$ cat src/skf_pkg.sv
// Shared types and constants for the scalar Kalman filter.
package skf_pkg;

  // Width of the noise registers and of the configuration data.
  localparam int unsigned NOISE_W   = 16;
  localparam int unsigned CFG_IDX_W = 2;

  // Configuration register indexes.
  localparam logic [CFG_IDX_W-1:0] REG_PROCESS_NOISE     = 2'd0;
  localparam logic [CFG_IDX_W-1:0] REG_MEASUREMENT_NOISE = 2'd1;

  // Controller states.
  typedef enum logic [2:0] {
    ST_IDLE,
    ST_DEN,
    ST_DIV,
    ST_MULINIT,
    ST_MUL,
    ST_CORR,
    ST_EST,
    ST_OUT
  } ctrl_state_e;

  // Datapath operations.
  typedef enum logic [3:0] {
    OP_NONE,
    OP_LOAD,
    OP_DEN,
    OP_DIV,
    OP_MULINIT,
    OP_MUL,
    OP_CORR,
    OP_EST,
    OP_OUT
  } dp_op_e;

  typedef struct packed {
    dp_op_e op;
  } skf_cmd_t;

  typedef struct packed {
    logic out_busy;
  } skf_status_t;

endpackage

$ cat src/scalar_kalman_filter.sv
// Top level of the scalar Kalman filter: controller, datapath and ports.
//
//  Channel   Direction  Handshake                 Payload
//  s_axis    in         s_axis_tvalid/tready      measurement
//  m_axis    out        m_axis_tvalid/tready      estimate
//  cfg       in         cfg_valid/cfg_ready       cfg_index, cfg_data
//
// An accepted item passes through these steps in order: load, denominator, FRAC_BITS+1
// restoring division steps for the gain, multiplier set-up, FRAC_BITS+1 shift-add steps for
// the two products, covariance and correction update, estimate update and output write.
// One item is worked on at a time; the next is accepted once the result is registered.
// If the output register is still full, the finished item waits until it drains.
// Reset clears the estimate and covariance and loads Q=1, R=30; config is always ready.
module scalar_kalman_filter #(
  parameter int unsigned SAMPLE_BITS = 16,
  parameter int unsigned FRAC_BITS   = 16
) (
  input  logic                              clk_i,
  input  logic                              rst_ni,
  input  logic                              s_axis_tvalid,
  output logic                              s_axis_tready,
  // Bits from the lowest up: measurement, zero fill.
  input  logic [((SAMPLE_BITS+7)/8)*8-1:0]  s_axis_tdata,
  output logic                              m_axis_tvalid,
  input  logic                              m_axis_tready,
  // Bits from the lowest up: estimate, zero fill.
  output logic [((SAMPLE_BITS+7)/8)*8-1:0]  m_axis_tdata,
  input  logic                              cfg_valid_i,
  output logic                              cfg_ready_o,
  input  logic [skf_pkg::CFG_IDX_W-1:0]     cfg_index_i,
  input  logic [skf_pkg::NOISE_W-1:0]       cfg_data_i
);

  localparam int unsigned DATA_W = ((SAMPLE_BITS + 7) / 8) * 8;

  skf_pkg::skf_cmd_t    cmd;
  skf_pkg::skf_status_t status;
  logic [SAMPLE_BITS-1:0] out_data;

  assign cfg_ready_o = 1'b1;

  skf_ctrl #(
    .FRAC_BITS (FRAC_BITS)
  ) u_ctrl (
    .clk_i      (clk_i),
    .rst_ni     (rst_ni),
    .in_valid_i (s_axis_tvalid),
    .in_ready_o (s_axis_tready),
    .status_i   (status),
    .cmd_o      (cmd)
  );

  skf_dp #(
    .SAMPLE_BITS (SAMPLE_BITS),
    .FRAC_BITS   (FRAC_BITS)
  ) u_dp (
    .clk_i       (clk_i),
    .rst_ni      (rst_ni),
    .cmd_i       (cmd),
    .status_o    (status),
    .meas_i      (s_axis_tdata[SAMPLE_BITS-1:0]),
    .cfg_we_i    (cfg_valid_i && cfg_ready_o),
    .cfg_index_i (cfg_index_i),
    .cfg_data_i  (cfg_data_i),
    .out_valid_o (m_axis_tvalid),
    .out_ready_i (m_axis_tready),
    .out_data_o  (out_data)
  );

  assign m_axis_tdata = DATA_W'(out_data);

  // An accepted item starts the sequence with a load of the datapath.
  a_accept_loads: assert property (@(posedge clk_i) disable iff (!rst_ni)
    (s_axis_tvalid && s_axis_tready) |-> (cmd.op == skf_pkg::OP_LOAD))
    else $error("accepted item did not load the datapath");

  // Only one item is in flight at a time.
  a_one_in_flight: assert property (@(posedge clk_i) disable iff (!rst_ni)
    (s_axis_tvalid && s_axis_tready) |=> !s_axis_tready)
    else $error("second item accepted while one is in flight");

  // A result is only written into an empty output register.
  a_no_overwrite: assert property (@(posedge clk_i) disable iff (!rst_ni)
    (cmd.op == skf_pkg::OP_OUT) |-> !m_axis_tvalid)
    else $error("output register overwritten before it was taken");

  // A written result shows up on the output in the next cycle.
  a_out_shows: assert property (@(posedge clk_i) disable iff (!rst_ni)
    (cmd.op == skf_pkg::OP_OUT) |=> m_axis_tvalid)
    else $error("written result not presented");

endmodule

$ cat src/skf_ctrl.sv
// Sequencing state machine of the scalar Kalman filter.
module skf_ctrl #(
  parameter int unsigned FRAC_BITS = 16
) (
  input  logic                 clk_i,
  input  logic                 rst_ni,
  input  logic                 in_valid_i,
  output logic                 in_ready_o,
  input  skf_pkg::skf_status_t status_i,
  output skf_pkg::skf_cmd_t    cmd_o
);

  localparam int unsigned CW = $clog2(FRAC_BITS + 1);
  localparam logic [CW-1:0] LAST_STEP = CW'(FRAC_BITS);

  skf_pkg::ctrl_state_e state_q, state_d;
  logic [CW-1:0]        cnt_q, cnt_d;

  always_ff @(posedge clk_i or negedge rst_ni) begin
    if (!rst_ni) begin
      state_q <= skf_pkg::ST_IDLE;
      cnt_q   <= '0;
    end else begin
      state_q <= state_d;
      cnt_q   <= cnt_d;
    end
  end

  // Next state and step counter.
  always_comb begin
    state_d = state_q;
    cnt_d   = cnt_q;
    unique case (state_q)
      skf_pkg::ST_IDLE: begin
        if (in_valid_i) begin
          state_d = skf_pkg::ST_DEN;
        end
      end
      skf_pkg::ST_DEN: begin
        state_d = skf_pkg::ST_DIV;
        cnt_d   = '0;
      end
      skf_pkg::ST_DIV: begin
        if (cnt_q == LAST_STEP) begin
          state_d = skf_pkg::ST_MULINIT;
          cnt_d   = '0;
        end else begin
          cnt_d = cnt_q + 1'b1;
        end
      end
      skf_pkg::ST_MULINIT: begin
        state_d = skf_pkg::ST_MUL;
      end
      skf_pkg::ST_MUL: begin
        if (cnt_q == LAST_STEP) begin
          state_d = skf_pkg::ST_CORR;
          cnt_d   = '0;
        end else begin
          cnt_d = cnt_q + 1'b1;
        end
      end
      skf_pkg::ST_CORR: begin
        state_d = skf_pkg::ST_EST;
      end
      skf_pkg::ST_EST: begin
        state_d = skf_pkg::ST_OUT;
      end
      skf_pkg::ST_OUT: begin
        if (!status_i.out_busy) begin
          state_d = skf_pkg::ST_IDLE;
        end
      end
      default: begin
        state_d = skf_pkg::ST_IDLE;
      end
    endcase
  end

  // Commands to the datapath.
  always_comb begin
    in_ready_o = 1'b0;
    cmd_o.op   = skf_pkg::OP_NONE;
    unique case (state_q)
      skf_pkg::ST_IDLE: begin
        in_ready_o = 1'b1;
        if (in_valid_i) begin
          cmd_o.op = skf_pkg::OP_LOAD;
        end
      end
      skf_pkg::ST_DEN:     cmd_o.op = skf_pkg::OP_DEN;
      skf_pkg::ST_DIV:     cmd_o.op = skf_pkg::OP_DIV;
      skf_pkg::ST_MULINIT: cmd_o.op = skf_pkg::OP_MULINIT;
      skf_pkg::ST_MUL:     cmd_o.op = skf_pkg::OP_MUL;
      skf_pkg::ST_CORR:    cmd_o.op = skf_pkg::OP_CORR;
      skf_pkg::ST_EST:     cmd_o.op = skf_pkg::OP_EST;
      skf_pkg::ST_OUT: begin
        if (!status_i.out_busy) begin
          cmd_o.op = skf_pkg::OP_OUT;
        end
      end
      default: begin
        cmd_o.op = skf_pkg::OP_NONE;
      end
    endcase
  end

endmodule

$ cat src/skf_dp.sv
// Datapath of the scalar Kalman filter: state, divider, shift-add multipliers, output register.
module skf_dp #(
  parameter int unsigned SAMPLE_BITS = 16,
  parameter int unsigned FRAC_BITS   = 16
) (
  input  logic                                clk_i,
  input  logic                                rst_ni,
  input  skf_pkg::skf_cmd_t                   cmd_i,
  output skf_pkg::skf_status_t                status_o,
  input  logic [SAMPLE_BITS-1:0]              meas_i,
  input  logic                                cfg_we_i,
  input  logic [skf_pkg::CFG_IDX_W-1:0]       cfg_index_i,
  input  logic [skf_pkg::NOISE_W-1:0]         cfg_data_i,
  output logic                                out_valid_o,
  input  logic                                out_ready_i,
  output logic [SAMPLE_BITS-1:0]              out_data_o
);

  localparam int unsigned SW  = SAMPLE_BITS + FRAC_BITS;
  localparam int unsigned NW  = skf_pkg::NOISE_W + FRAC_BITS;
  localparam int unsigned DW  = ((SW > NW) ? SW : NW) + 1;
  localparam int unsigned MW  = SW + 1;
  localparam int unsigned GW  = FRAC_BITS + 1;
  localparam int unsigned A1W = GW + MW;
  localparam int unsigned A2W = GW + SW;

  localparam logic [DW-1:0]  PRIOR_MAX = DW'({SW{1'b1}});
  localparam logic [GW-1:0]  GAIN_ONE  = GW'(1) << FRAC_BITS;
  localparam logic [A1W-1:0] HALF1     = A1W'(1) << (FRAC_BITS - 1);
  localparam logic [A2W-1:0] HALF2     = A2W'(1) << (FRAC_BITS - 1);
  localparam logic [MW-1:0]  HALF_EST  = MW'(1) << (FRAC_BITS - 1);
  localparam logic [SAMPLE_BITS-1:0] OUT_MAX = {1'b0, {(SAMPLE_BITS-1){1'b1}}};

  logic [skf_pkg::NOISE_W-1:0] q_noise_q, r_noise_q;
  logic [SW-1:0]  est_q, cov_q;
  logic [SW-1:0]  prior_q;
  logic [MW-1:0]  mag_q;
  logic           neg_q;
  logic [DW-1:0]  den_q;
  logic [DW:0]    rem_q;
  logic [GW-1:0]  quot_q;
  logic [GW-1:0]  gsh_q, osh_q;
  logic [A1W-1:0] acc1_q;
  logic [A2W-1:0] acc2_q;
  logic [MW-1:0]  corr_q;
  logic           out_valid_q;
  logic [SAMPLE_BITS-1:0] out_data_q;

  logic [DW-1:0]  prior_sum;
  logic [SW-1:0]  prior_sat;
  logic [MW-1:0]  meas_fix, innov, mag;
  logic [DW+1:0]  diff;
  logic           div_ge;
  logic [DW:0]    rem_nx;
  logic [GW-1:0]  gain;
  logic [A1W-1:0] acc1_d, acc1_rnd;
  logic [A2W-1:0] acc2_d, acc2_rnd;
  logic [SW+1:0]  est_wide, corr_wide, est_new;
  logic [MW-1:0]  est_rnd;
  logic [SAMPLE_BITS:0] out_rnd;
  logic [SAMPLE_BITS-1:0] out_sat;

  // Prior covariance saturates at the full state range.
  always_comb begin
    prior_sum = DW'(cov_q) + (DW'(q_noise_q) << FRAC_BITS);
    prior_sat = (prior_sum > PRIOR_MAX) ? {SW{1'b1}} : prior_sum[SW-1:0];
    meas_fix  = {meas_i[SAMPLE_BITS-1], meas_i, {FRAC_BITS{1'b0}}};
    innov     = meas_fix - {est_q[SW-1], est_q};
    mag       = innov[SW] ? (~innov + 1'b1) : innov;
  end

  // One restoring division step: the first step settles the integer bit of the gain.
  always_comb begin
    diff   = {1'b0, rem_q} - {2'b00, den_q};
    div_ge = !diff[DW+1];
    rem_nx = div_ge ? diff[DW:0] : rem_q;
  end

  assign gain = (den_q == '0) ? '0 : quot_q;

  // MSB-first shift-add multipliers for gain*|innovation| and (1-gain)*prior.
  always_comb begin
    acc1_d   = {acc1_q[A1W-2:0], 1'b0} + (gsh_q[GW-1] ? A1W'(mag_q) : '0);
    acc2_d   = {acc2_q[A2W-2:0], 1'b0} + (osh_q[GW-1] ? A2W'(prior_q) : '0);
    acc1_rnd = acc1_q + HALF1;
    acc2_rnd = acc2_q + HALF2;
  end

  always_comb begin
    est_wide  = {est_q[SW-1], est_q[SW-1], est_q};
    corr_wide = (SW+2)'(corr_q);
    est_new   = neg_q ? (est_wide - corr_wide) : (est_wide + corr_wide);
    // Floor of (estimate + one half), then clip at the largest sample.
    est_rnd   = {est_q[SW-1], est_q} + HALF_EST;
    out_rnd   = est_rnd[SW:FRAC_BITS];
    out_sat   = (!out_rnd[SAMPLE_BITS] && out_rnd[SAMPLE_BITS-1]) ? OUT_MAX
                                                                  : out_rnd[SAMPLE_BITS-1:0];
  end

  // Filter state and configuration; a write to either noise register restarts the filter.
  always_ff @(posedge clk_i or negedge rst_ni) begin
    if (!rst_ni) begin
      q_noise_q <= skf_pkg::NOISE_W'(1);
      r_noise_q <= skf_pkg::NOISE_W'(30);
      est_q     <= '0;
      cov_q     <= '0;
    end else if (cfg_we_i) begin
      unique case (cfg_index_i)
        skf_pkg::REG_PROCESS_NOISE: begin
          q_noise_q <= cfg_data_i;
          est_q     <= '0;
          cov_q     <= '0;
        end
        skf_pkg::REG_MEASUREMENT_NOISE: begin
          r_noise_q <= cfg_data_i;
          est_q     <= '0;
          cov_q     <= '0;
        end
        default: begin
        end
      endcase
    end else begin
      if (cmd_i.op == skf_pkg::OP_CORR) begin
        cov_q <= acc2_rnd[FRAC_BITS +: SW];
      end
      if (cmd_i.op == skf_pkg::OP_EST) begin
        est_q <= est_new[SW-1:0];
      end
    end
  end

  // Working registers.
  always_ff @(posedge clk_i) begin
    case (cmd_i.op)
      skf_pkg::OP_LOAD: begin
        prior_q <= prior_sat;
        mag_q   <= mag;
        neg_q   <= innov[SW];
      end
      skf_pkg::OP_DEN: begin
        den_q  <= DW'(prior_q) + (DW'(r_noise_q) << FRAC_BITS);
        rem_q  <= (DW+1)'(prior_q);
        quot_q <= '0;
      end
      skf_pkg::OP_DIV: begin
        rem_q  <= {rem_nx[DW-1:0], 1'b0};
        quot_q <= {quot_q[GW-2:0], div_ge};
      end
      skf_pkg::OP_MULINIT: begin
        gsh_q  <= gain;
        osh_q  <= GAIN_ONE - gain;
        acc1_q <= '0;
        acc2_q <= '0;
      end
      skf_pkg::OP_MUL: begin
        gsh_q  <= {gsh_q[GW-2:0], 1'b0};
        osh_q  <= {osh_q[GW-2:0], 1'b0};
        acc1_q <= acc1_d;
        acc2_q <= acc2_d;
      end
      skf_pkg::OP_CORR: begin
        corr_q <= acc1_rnd[FRAC_BITS +: MW];
      end
      skf_pkg::OP_OUT: begin
        out_data_q <= out_sat;
      end
      default: begin
      end
    endcase
  end

  // Output register: holds one item until the sink takes it.
  always_ff @(posedge clk_i or negedge rst_ni) begin
    if (!rst_ni) begin
      out_valid_q <= 1'b0;
    end else if (cmd_i.op == skf_pkg::OP_OUT) begin
      out_valid_q <= 1'b1;
    end else if (out_ready_i) begin
      out_valid_q <= 1'b0;
    end
  end

  assign status_o.out_busy = out_valid_q;
  assign out_valid_o       = out_valid_q;
  assign out_data_o        = out_data_q;

endmodule

$ cat config.mk
export PLATFORM = sky130hd
export DESIGN_NAME = scalar_kalman_filter
export DESIGN_NICKNAME = d
export VERILOG_FILES = /design/src/skf_pkg.sv /design/src/scalar_kalman_filter.sv /design/src/skf_ctrl.sv /design/src/skf_dp.sv
export SDC_FILE = /design/constraint.sdc
export NUM_CORES = 1
export LEC_CHECK = 0
export BUFFER_PORTS_ARGS = -buffer_cell sky130_fd_sc_hd__buf_2
export CORE_UTILIZATION = 49
export DETAILED_ROUTE_END_ITERATION = 8
export PLACE_DENSITY_LB_ADDON = 0.3
export SETUP_SLACK_MARGIN = 0.05
export SYNTH_ARGS = -nofsm -noshare
export SYNTH_HDL_FRONTEND = slang
export SYNTH_SLANG_ARGS = --single-unit
export TNS_END_PERCENT = 50
$ cat constraint.sdc
create_clock -name clk_i -period 4.5 [get_ports clk_i]
set_input_delay 0.9 -clock clk_i [delete_from_list [all_inputs] [get_ports clk_i]]
set_output_delay 0.9 -clock clk_i [all_outputs]
set_load 0.05 [all_outputs]
; Word level (Yosys, flattened, before mapping)
; Cells that the tools add are included.
[word_totals]
regBits = 433
latchBits = 0
ramBits = 0
romBits = 0
inputBits = 39
wordCells = 107
memories = 0
[classes]
addsub = 14
mul = 0
div = 0
order_cmp = 1
n_eq_ne = 22
n_shift = 0
n_mux = 30
bitwise_logic = 1
reduce_logical = 19
[op_table]
columns = operator, n
row1 = $mux 32, 8
row2 = $pmux 48 s2, 2
row3 = $pmux 17 s2, 3
row4 = $add 48x16->48 const B, 2
row5 = $pmux 34 s2, 1
row6 = $add 32x32->33, 2
row7 = $mux 33, 2
row8 = $add 48x32->48, 1
row9 = $add 48x33->48, 1
row10 = $sub 34x33->35, 1
row11 = $add 32x17->33 const B, 1
row12 = $add 33x1->33 const B, 1
row13 = $gt 33x32->1 const B, 1
row14 = $logic_not 33->1, 1
row15 = $not 33->33, 1
row16 = $sub 32x32->33, 1
row17 = $add 32x32->32, 1
row18 = $pmux 4 s8, 1
row19 = $sub 32x32->32, 1
row20 = $pmux 3 s8, 1
row21 = $mux 17, 1
row22 = $sub 17x17->17 const A, 1
row23 = $eq 4x3->1 const B, 4
row24 = $eq 3x3->1 const B, 4
row25 = 23 further kinds, 44

; Logic depth before layout (Yosys ltp)
; Gate-level depths: netlist (run 1).
[depth]
ltp_word = 5
ltp_mapped = 19

; Cells and area by module
; From an unflattened synthesis (run 1), not the netlist that was laid out.
[hier_totals]
hier_cells = 2938
hier_area_um2 = 28736.3
[modules_own_cells]
columns = mod, n_inst, cells_each, area_each_um2
row1 = skf_dp, 1, 2874, 28162.0
row2 = skf_ctrl, 1, 62, 563.0
row3 = scalar_kalman_filter, 1, 2, 11.3

; Least setup slack after synthesis (run 1)
; Ideal clock, no wire load.
[synth_timing]
path_kind = reg-to-reg
startpoint = reg u_ctrl.state_q[0]
endpoint = reg u_ctrl.cnt_q[2]
arrival_ps = 4614
t_required_ps = 4371
setup_slack_ps = -244
path_stages_with_launch = 7
n_path_buf = 1
synth_period_minus_slack_ps = 4744
cell_sequence = dfrtp_1 clkbuf_1 nor3b_1 or2_2 nor2_1 o21ai_0 o21ai_0
[synth_between]
elab_chain_cells = 3
elab_cells_between_ends = 6
[synth_rtl]
columns = element, line_no
row1 = start: declaration, skf_ctrl.sv:16  ; skf_pkg::ctrl_state_e state_q, state_d;
row2 = start signal: assignment, skf_ctrl.sv:21  ; state_q <= skf_pkg::ST_IDLE;
row3 = start signal: assignment, skf_ctrl.sv:24  ; state_q <= state_d;
row4 = $eq 3x2->1 or $eq 3x3->1 (tied branches), skf_ctrl.sv:33  ; unique case (state_q)
row5 = $reduce_or 2->1 (no source line), -
row6 = $pmux 5 s2 or $reduce_bool 2->1 (tied branches), -
row7 = end signal: assignment, skf_ctrl.sv:25  ; cnt_q <= cnt_d;
row8 = end: declaration, skf_ctrl.sv:17  ; logic [CW-1:0] cnt_q, cnt_d;
; Parallel ways exist; a longest one is shown, timed or not.
; A chain may end at the register's enable or synchronous reset.

; Worst setup path in the final report (run 1)
[layout_timing]
startpoint = reg u_dp.corr_q[4]
endpoint = reg u_dp.est_q[28]
[layout_between]
elab_chain_cells = 4
elab_cells_between_ends = 5
[layout_rtl]
columns = element, line_no
row1 = start: declaration, skf_dp.sv:45  ; logic [MW-1:0] corr_q;
row2 = start signal: assignment, skf_dp.sv:162  ; corr_q <= acc1_rnd[FRAC_BITS +: MW];
row3 = $add 32x32->32 or $sub 32x32->32 (tied branches), skf_dp.sv:92  ; est_new = neg_q ? (est_wide - corr_wide) : (est_wide + corr_wide);
row4 = $mux 32 *, skf_dp.sv:92
row5 = $mux 32 *, skf_dp.sv:126  ; if (cmd_i.op == skf_pkg::OP_EST) begin
row6 = $mux 32 *, skf_dp.sv:107  ; end else if (cfg_we_i) begin
row7 = end signal: assignment, skf_dp.sv:127  ; est_q <= est_new[SW-1:0];
row8 = end: declaration, skf_dp.sv:35  ; logic [SW-1:0] est_q, cov_q;
; Mark *: on every way between the ends. The rest lies on a longest branch, timed or not. The select of a mux whose other input is x is not followed.

==> results of run 1 <==
## worst max-delay path by stage
stage,from,to,cells past startpoint
final,u_dp.corr_q[4],u_dp.est_q[28],16
after global routing,u_dp.corr_q[9],u_dp.est_q[31],18
after CTS,u_dp.corr_q[4],u_dp.est_q[26],15
after detailed placement,u_dp.corr_q[9],u_dp.est_q[26],13
after global placement,u_dp.corr_q[4],u_dp.est_q[26],15
after floorplan,u_dp.corr_q[2],u_dp.est_q[26],15
## synthesized netlist by cell type, types with 6 or more instances
| cell | n |
|---|---|
| nand3_1 | 145 |
| nand2b_1 | 50 |
| nor3b_1 | 8 |
| dfrtp_1 | 100 |
| clkbuf_1 | 99 |
| and3_1 | 49 |
| xnor2_1 | 192 |
| o21bai_1 | 16 |
| nand4_1 | 31 |
| o21a_1 | 27 |
| edfxtp_1 | 327 |
| or2_2 | 13 |
| o21ai_0 | 187 |
| a211oi_1 | 24 |
| nor4_1 | 24 |
| or3_1 | 27 |
| nor2b_1 | 28 |
| a21oi_1 | 196 |
| and2_1 | 100 |
| a31oi_1 | 37 |
| o21ai_1 | 8 |
| buf_1 | 7 |
| nor3_1 | 55 |
| o31a_1 | 8 |
| a21boi_0 | 8 |
| mux2_2 | 32 |
| o211ai_1 | 15 |
| and4_1 | 7 |
| nand3b_1 | 7 |
| nor2_1 | 269 |
| mux2i_1 | 8 |
| a21o_1 | 97 |
| o31ai_1 | 9 |
| fa_1 | 6 |
| or4_1 | 11 |
| a211o_1 | 7 |
| ha_1 | 183 |
| nand2_1 | 258 |
| xor2_1 | 114 |
| inv_1 | 115 |
## power groups by stage
stage,logic (mW),clock network [mW],registers (mW)
after floorplan,8.44,0,7.30
after global placement,10.6,0,7.64
after detailed placement,10.8,0,7.66
after CTS,10.9,4.25,7.62
after global routing,12.2,4.41,7.82
final,11.0,4.17,7.64
## cell type report
| cell class | count | area share (%) |
|---|---|---|
| Sequential cell | 432 | 39.3 |
| Multi-Input combinational cell | 2342 | 49.0 |
| Timing Repair Buffer | 100 | 1.94 |
| Inverter | 116 | 1.37 |
| Clock buffer | 63 | 4.34 |
| Tap cell | 765 | 3.02 |
| Clock inverter | 28 | 0.980 |
## what timing repair did
action                                 in CTS  in global routing
gates resized for setup                     2                 10
setup endpoints to repair                   1                  7
pin swaps                                   0                  1
endpoints found under the hold margin       0                  0
## cells by family (layout without fill, tap and decap cells)
group,count (synthesis),in the layout,synth area share (%)
simple gates,1107,1107,19.2
buf+inv,225,307,2.98
xor+xnor,306,306,9.33
compound gates,698,698,15.1
mux,41,41,1.57
fa+ha+maj,189,189,8.39
other cells,1,1,0.0131
flops,432,432,43.4
## state kept, by name (all words and copies together) (netlist names), 3 cells and up
register	count
u_dp.acc1_q	48
u_dp.acc2_q	48
u_dp.rem_q	34
u_dp.den_q	33
u_dp.mag_q	33
u_dp.corr_q	32
u_dp.cov_q	32
u_dp.est_q	32
u_dp.prior_q	32
u_dp.osh_q	17
u_dp.quot_q	17
u_dp.gsh_q	16
u_dp.out_data_o	16
u_dp.q_noise_q	16
u_dp.r_noise_q	16
u_ctrl.cnt_q	5
u_ctrl.state_q	3
## worst max-delay path: stages (launching register included)
cell and delay (ps):
edfxtp_1 420, or3_1 470, or4_4 480, nor2_1 120, nor2_1 70, xnor2_1 150
ha_1 260, or4_1 410, nor2_1 110, o21bai_1 80, a21o_1 220, a221o_1 370
buf_4 180, a221o_1 360, a211oi_1 270, o211ai_1 130, nand3_1 140
## through the flow
stage,setup TNS [ps],cell area (um^2)
finish,0,31700
global placement,0,29900
CTS,0,31600
detailed placement,0,29900
floorplan,0,28700
global route,-11.4,31700
## routing by layer
metal	up-vias	track usage [%]	share of wire, %
met4	0	7.61	3.1
met3	120	2.83	4.5
met2	592	38.8	47
li1	10900	-	-
met1	10800	30.9	45
met5	-	0	0
==> run metrics, run 1 <==
outcome=finished clean; Syn Area/Cell=9.57 um^2; die area=0.0596 mm^2; Worst R2R Setup Slack=190 ps; Mapped Area=0.0287 mm^2; Post-CTS Setup Bufs=0; Post-Route Skew=30.6 ps; R2R depth=16; Post-Synthesis Cells=2,999; # hold bufs at CTS=0; Die Y=244 um; Via density=5.83; Root Driver=clkbuf_16; switching power=9.56 mW; commonest non-fill, non-tap cell in the layout=edfxtp_1; Leak=12.9 nW; clock sink count=432; Slew Limit Headroom=21.3%; area occupied by multi-input gates=0.0155 mm^2; HP Class=in2async; first-pass GRT wire length=113,000 um; first-pass iteration count of the detailed router=5; area leader, netlist=edfxtp_1; Initial Util=49.7%; vias in the first global route=22.0k; YS warnings=0; via count=22.4k; Post-DRT Antenna Nets=0; CP startpoint kind=flop; RSZ-0062 raised after global routing=true; top-area cell type share of the netlist area=34.2%; total of max-cap violations=0; # diodes=0; sequential area share after synthesis=43.4%; Fill cells=5,003; final net count=3,269; io pins=58; syn_nets=3,227; Util after Layout=54.8%; asr flop ratio synth=24.3%; worst r2r src=u_dp.corr_q[4]; ranking of synthesized cells by area=edfxtp_1 (34%), dfrtp_1 (8.7%), ha_1 (8.0%); Post-synth EDFFs=327; Logic pwr share=48.2%; Period minus WS final=4310 ps; clock network fraction of total power=18.3%; CTS Buffer Depth=3; Synth cell types=94; drt drc=0; Yosys reg bits=432; CTS buffer count=49; sw frac=41.9%; Final WS setup=195 ps; critical path arrival=4820 ps; Total Routed Length=69,000 um; antenna violations before repair=0; FP Rows=88; highest fanout seen on the critical path=7; ys flop type=edfxtp_1; sequential share of power=33.5%; Layout area overhead=10.3%; Crit Path Category=reg2reg; final setup violation count=0; Hold Fails Final Rpt=0; routed length per placed instance=17.9 um; GP Congestion=0.907; Die Wd=244 um; # placed instances=3,755; Max H-tree Level=2; most frequent cells in the layout=edfxtp_1 (327), nor2_1 (268), nand2_1 (256); P_int=13.2 mW; Final Cycle Share=95.7%; Tot Pwr=22.8 mW; worst r2r dst=u_dp.est_q[28]; f_max=0.232 GHz; Worst-Skew Late Latency=590 ps; CTS clock-pin slew for the worst setup and hold paths=60 ps; I/O Buffers=56; fin cells=3,846; Slew Viols, Final=0; Core ar.=0.0578 mm^2; Remaining Overflow, GRT=0; Total GRT Usage=23.1%; pin count of the biggest net entering global routing=130; Min Hold Slack=468 ps; layout cells sized above 1=8.93%; PwrDens=720 mW/mm^2; initial drt markers=1,502; VDD IR max=0.487 mV; CTS tree=built; pre-CTS setup slack=47.9 ps; HPWL Detailed=50,200 um; Reg area=0.0125 mm^2; worst slew pin tran=1180 ps; critical path capture point type=flop; Required @ worst endpoint=5020 ps
No activity file was read; power rests on OpenSTA's default activity.
==> inputs of run 2 (changes only) <==
==> constraint.sdc (replaced) <==
create_clock -name clk_i -period 3.5 [get_ports clk_i]
set_input_delay 0.7 -clock clk_i [delete_from_list [all_inputs] [get_ports clk_i]]
set_output_delay 0.7 -clock clk_i [all_outputs]
set_load 0.05 [all_outputs]
==> run 2 against run 1 <==
The flow now finishes with violations (negative setup slack). Critical path depth down 2. Combinational power up 77%. Clock skew down 1.7 ps. Global-route usage up 2.6 points. Wire length up 16%. Sequential power up 28%. Sequential share of layout area down 5.1 points. Maximum frequency up 6.0%. Non-clock buffer count up 400. Critical path type unchanged. Critical endpoint is now u_dp.est_q[20]. Highest routed layer unchanged.
==> run metrics, run 2 (same netlist as run 1, synthesis figures left out) <==
outcome=complete, but fails checks; failing checks=negative setup slack; final net count=3,670 (+12%); initial drt markers=1,854 (+23%); Die Wd=244 um (unchanged); RSZ-0062 raised after global routing=true; commonest non-fill, non-tap cell in the layout=buf_4; antenna violations before repair=1 (+1); drt drc=0 (unchanged); pin count of the biggest net entering global routing=120 (-7.7%); Setup TNS=-8150 ps (-8150 ps); highest fanout seen on the critical path=5 (-2); PwrDens=953 mW/mm^2 (+32%); CP startpoint kind=flop; Final Cycle Share=116% (+20 points); Worst R2R Setup Slack=-560 ps (-760 ps); Post-DRT Antenna Nets=0 (unchanged); Leak=15.4 nW (+19%); first-pass GRT wire length=124,000 um (+10%); Final WS setup=-562 ps (-757 ps); Die Y=244 um (unchanged); Slowest-stage cell, CP=or4_4; Slew Limit Headroom=15.5% (-5.8 points); hold path startpoint=cfg_data_i[14]; CTS tree=built; critical path capture point type=flop; GP Congestion=0.901 (-0.64%); io pins=58 (unchanged); Worst Path Buf+Inv=3 (+2); met3 routed WL=3630 um (+16%); critical path arrival=4590 ps (-230 ps); worst r2r src=u_dp.corr_q[4]; HP Class=in2reg; die area=0.0596 mm^2 (unchanged); worst-path cell chain=or3_4 -> or4_4 -> o31ai_4 -> xor2_1 -> ha_1 -> buf_4 -> a21o_1 -> a21o_1 -> a221o_1 -> buf_6 -> a221o_1 -> buf_4 -> xnor2_2 -> o21ai_1; routed length per placed instance=18.8 um (+4.8%); wl on met1=35,200 um (+12%); Total Routed Length=79,900 um (+16%); Worst-Skew Late Latency=620 ps (+30 ps); layout cells sized above 1=25.5% (+17 points); first-pass iteration count of the detailed router=6 (+1); R2R depth=14 (-2); Layout area overhead=26.9%; worst r2r dst=u_dp.est_q[20]; Setup crit start=u_dp.corr_q[4]; clock sink count=432 (unchanged); most frequent cells in the layout=buf_4 (412), edfxtp_1 (327), nor2_1 (259); Period minus WS final=4060 ps (-243 ps); Max H-tree Level=2 (unchanged); Crit Path Category=reg2reg; CTS buffer count=49 (unchanged); Hold Fails Final Rpt=0 (unchanged); Slew Viols, Final=0 (unchanged); Via density=5.75 (-1.5%); WL met2=38,800 um (+19%); biggest regs=u_dp.acc1_q: 48 flops, u_dp.acc2_q: 48 flops, u_dp.rem_q: 34 flops; CTS clock-pin slew for the worst setup and hold paths=60 ps (about the same); highest metal used=met4; Post-Route Skew=29.0 ps (-1.65 ps); worst slew pin tran=1270 ps (+87.7 ps); FP Rows=88 (unchanged); CTS Buffer Depth=3 (unchanged); largest delay contributor family on the critical path=compound AO/OA/AOI/OAI gates; CP Capture Point=u_dp.est_q[20]; vias in the first global route=23.9k (+9.0%); number of cells on the critical path=14 (-2); total of max-cap violations=0 (unchanged); Min Hold Slack=347 ps (-121 ps); I/O Buffers=56 (unchanged); Root Driver=clkbuf_16; final setup violation count=26 (+26); Required @ worst endpoint=4030 ps (-990 ps); Largest stage delay, worst path=510 ps (+30 ps); Util after Layout=63.0% (+8.2 points); Initial Util=49.7% (unchanged); f_max=0.246 GHz (+6.0%); Core ar.=0.0578 mm^2 (unchanged); Total GRT Usage=25.7% (+2.6 points); VDD IR max=0.503 mV (+3.3%); via count=24.4k (+8.9%); Remaining Overflow, GRT=0 (unchanged); HPWL Detailed=54,900 um (+9.3%)
## run 2: power by group
part / switching, mW / total, mW / internal, mW
clock network: 2.20 / 5.43 / 3.23
registers: 1.56 / 9.75 / 8.19
logic: 10.5 / 19.5 / 9.03
## run 2: what timing repair did
action                                 4_1_cts  5_1_grt
hold buffers                                 1        0
pin swaps                                   55       96
setup buffers                               26       44
setup endpoints to repair                   89      123
endpoints found under the hold margin       18        0
cloned                                       4        2
resized for setup                          162      167
## run 2: metal layers
layer,global-route usage [%],vias to the layer above
met5,0,-
met2,44.1,676
li1,-,11700
met3,3.17,158
met1,34.0,11900
met4,7.72,0
## run 2: worst min-delay path by stage
| stage | endpoint | slack, ps | cells past startpoint |
|---|---|---|---|
| 6_report | u_dp.r_noise_q[14] | 350 | 2 |
| 5_1_grt | u_dp.r_noise_q[13] | 330 | 2 |
| 4_1_cts | u_dp.r_noise_q[12] | 320 | 2 |
| 3_5_place_dp | u_dp.cov_q[2] | 490 | 2 |
| 3_3_place_gp | u_dp.cov_q[2] | 480 | 2 |
| 2_1_floorplan | u_ctrl.cnt_q[0] | 400 | 0 |
## run 2: cell type report
class	count	area (um^2)
fillers	4533	21400
multi-input cells	2343	17000
flip-flops and latches	432	12500
repair buffers	500	3870
clock buffers	67	1420
well taps	765	957
inverters	116	435
clock inverters	24	284
diodes	2	5.00
## run 2: per-stage QoR
step           total power, mW  setup WS [ps]  area [um^2]  cells
3_3_place_gp              25.8           -673        32500   4080
3_5_place_dp              26.3           -780        32500   4080
4_1_cts                   33.0           -474        35200   4202
6_report                  34.7           -562        36400   4249
2_1_floorplan             20.2           -544        28700   2999
5_1_grt                   36.9           -683        36400   4247
## run 2: worst register-to-register path, cell delays in order, from the launching register on
cell and delay, ps:
edfxtp_1 390, or3_4 410, or4_4 510, o31ai_4 260, xor2_1 220, ha_1 300
buf_4 150, a21o_1 180, a21o_1 180, a221o_1 410, buf_6 160, a221o_1 350
buf_4 160, xnor2_2 130, o21ai_1 170
==> inputs of run 3 (changes only) <==
--- a/config.mk
+++ b/config.mk
@@ -6,7 +6,7 @@
 export NUM_CORES = 1
 export LEC_CHECK = 0
 export BUFFER_PORTS_ARGS = -buffer_cell sky130_fd_sc_hd__buf_2
-export CORE_UTILIZATION = 49
+export CORE_UTILIZATION = 55
 export DETAILED_ROUTE_END_ITERATION = 8
 export PLACE_DENSITY_LB_ADDON = 0.3
 export SETUP_SLACK_MARGIN = 0.05
==> run 3 against run 2 <==
Sequential power is 0.4% lower. Cell count down 2.8%. Sequential cell count unchanged. Critical endpoint is now u_dp.est_q[28]. Critical path depth up 3. Clock skew grew 3.5 ps. Combinational power down 2%. The flow still finishes with violations (negative setup slack). Wire length decreased by 0.97%. Register-to-register slack worse by 98 ps. Largest power group unchanged. First-iteration DRC count rose by 1.5%.
==> run metrics, run 3 (same netlist as run 1, synthesis figures left out) <==
CTS tree=built; most frequent cells in the layout=buf_4 (384), edfxtp_1 (327), nor2_1 (258); CTS buffer count=47 (-4.1%); Post-DRT Antenna Nets=0 (unchanged); Post-Route Skew=32.4 ps (+3.47 ps); critical path arrival=4620 ps (+30 ps); total of max-cap violations=0 (unchanged); Fill cells=3,699 (-18%); pin count of the biggest net entering global routing=82 (-32%); Leak=15.1 nW (-1.7%); Die Wd=230 um (-5.6%); area occupied by multi-input gates=0.0170 mm^2 (+0.21%); HPWL Detailed=55,100 um (+0.39%); # diodes=0 (-2); post-route cell area=0.0360 mm^2 (-1.2%); Largest stage delay, worst path=440 ps (-70 ps); die area=0.0531 mm^2 (-11%); first-pass GRT wire length=124,000 um (about the same); Period minus WS final=4160 ps (+97.7 ps); biggest regs=u_dp.acc1_q: 48 flops, u_dp.acc2_q: 48 flops, u_dp.rem_q: 34 flops; Total Routed Length=79,100 um (-0.97%); Root Driver=clkbuf_16; Crit Path Category=reg2reg; Via density=5.98 (+4.0%); Layout area overhead=25.4%; final setup violation count=41 (+58%); Final Cycle Share=119% (+2.8 points); failing checks=negative setup slack; I/O Buffers=56 (unchanged); vias in the first global route=24.2k (+0.99%); worst slew pin tran=996 ps (-271 ps); Setup TNS=-10,660 ps (-2500 ps); CTS Buffer Depth=3 (unchanged); first-pass iteration count of the detailed router=5 (-1); f_max=0.240 GHz (-2.3%); Max H-tree Level=2 (unchanged); FP Rows=83 (-5.7%); critical path capture point type=flop; Slew Viols, Final=0 (unchanged); PwrDens=945 mW/mm^2 (-0.87%); Slew Limit Headroom=33.6% (+18 points); Required @ worst endpoint=3960 ps (-70 ps); clock sink count=432 (unchanged); worst-path cell chain=or3_4 -> or4_4 -> buf_6 -> nor2_2 -> nor2_1 -> xnor2_1 -> ha_2 -> or4_1 -> nor2_1 -> o21bai_1 -> a21o_1 -> a221o_1 -> buf_6 -> a221o_1 -> a211oi_2 -> or4_1 -> nand3_1; HP Class=in2async; CTS clock-pin slew for the worst setup and hold paths=60 ps (about the same); initial drt markers=1,882 (+1.5%); Hold Fails Final Rpt=0 (unchanged); Final WS setup=-660 ps (-97.7 ps); GP Congestion=0.948 (+5.2%); layout cells sized above 1=24.5% (-0.94 points); Worst Path Buf+Inv=2 (-1); CP startpoint kind=flop; final net count=3,642 (-0.76%); Remaining Overflow, GRT=0 (unchanged); outcome=complete, but fails checks; Die Y=230 um (-5.6%); Core ar.=0.0514 mm^2 (-11%); routed length per placed instance=19.2 um (+1.8%); VDD IR max=0.563 mV (+12%); Reg area=0.0125 mm^2 (about the same); io pins=58 (unchanged); antenna violations before repair=1 (unchanged); Placed Area=0.0323 mm^2 (-0.59%); R2R depth=17 (+3); Worst-Skew Late Latency=610 ps (about the same); # hold bufs at CTS=0 (-1); Initial Util=55.9% (+6.2 points); via count=24.7k (+1.2%); Total GRT Usage=28.8% (+3.1 points); Slowest-stage cell, CP=or4_4; largest delay contributor family on the critical path=simple AND/OR/NAND/NOR gates; RSZ-0062 raised after global routing=true; number of cells on the critical path=17 (+3); commonest non-fill, non-tap cell in the layout=buf_4; highest fanout seen on the critical path=2 (-3); drt drc=0 (unchanged)
## run 3: changes by cell type in the layout (fill, tap and decap cells not counted), moves of 4 or more
cell       before  now
buf_4         412  384
inv_1         111  115
clkbuf_16      55   49
o21ai_1        19   23
ha_4           28   32
and2_4         19   14
ha_1          148  143
buf_6          20   25
inv_2           5    1
o21ai_2        14    6
## run 3: what timing repair did
| action | in CTS | in global routing |
|---|---|---|
| hold endpoints to repair | 0 | 0 |
| endpoints found under the setup margin | 87 | 114 |
| gates resized for setup | 162 | 168 |
| setup buffers | 31 | 33 |
| pin swaps | 87 | 127 |
| gates cloned | 1 | 1 |
## run 3: final timing paths
| check | start | end | slack (ps) |
|---|---|---|---|
| setup / recovery | u_dp.corr_q[3] | u_dp.est_q[28] | -660 |
| hold / removal | rst_ni | u_dp.q_noise_q[14] | 180 |
| setup reg to reg | u_dp.corr_q[3] | u_dp.est_q[28] | -660 |
| hold reg to reg | u_dp.cov_q[5] | u_dp.cov_q[5] | 500 |
| max in group asynchronous | rst_ni | u_dp.est_q[9] | 2530 |
| min in group clk_i | cfg_data_i[8] | u_dp.q_noise_q[8] | 350 |
## run 3: per-stage QoR
step	instances	hold WS (ps)	total power, mW	setup WS, ps	util, %
floorplan	2999	404	20.2	-544	-
global placement	3983	479	25.5	-652	62.8
detailed placement	3983	487	26.1	-802	62.8
CTS	4101	190	32.4	-620	67.9
global route	4132	231	36.1	-800	70.1
finish	4132	178	34.0	-660	70.1
## run 3: cell type report
type                    count  share of cell area, %
multi-input cells        2342                   47.3
clock buffers              61                   3.64
repair buffers            475                   10.1
clock inverters            26                  0.792
flip-flops and latches    432                   34.6
inverters                 116                   1.21
well taps                 680                   2.36
## run 3: metal layers
metal | vias up | wire length, um | global-route usage [%]
met5 | - | 13 | 0
met4 | 2 | 2920 | 11.5
met3 | 178 | 4390 | 3.53
met2 | 840 | 37800 | 47.9
met1 | 12000 | 34000 | 38.4
li1 | 11700 | - | -
## run 3: report_power, final
part           leakage (nW)  switching (mW)  internal [mW]
combinational          9.92            10.4           8.74
sequential             4.41            1.53           8.18
clock                 0.782            2.15           3.03
total                  15.1            14.1           20.0
## run 3: worst register-to-register path, delay by kind of cell (launching register included)
| family | cells | cell delay [ps] |
|---|---|---|
| DFF | 1 | 410 |
| xor gates and xnor gates | 1 | 140 |
| AOI/OAI and AO/OA | 5 | 1290 |
| buffers and inverters | 2 | 290 |
| adders and majority gates | 1 | 180 |
| and+or+nand+nor | 8 | 1730 |
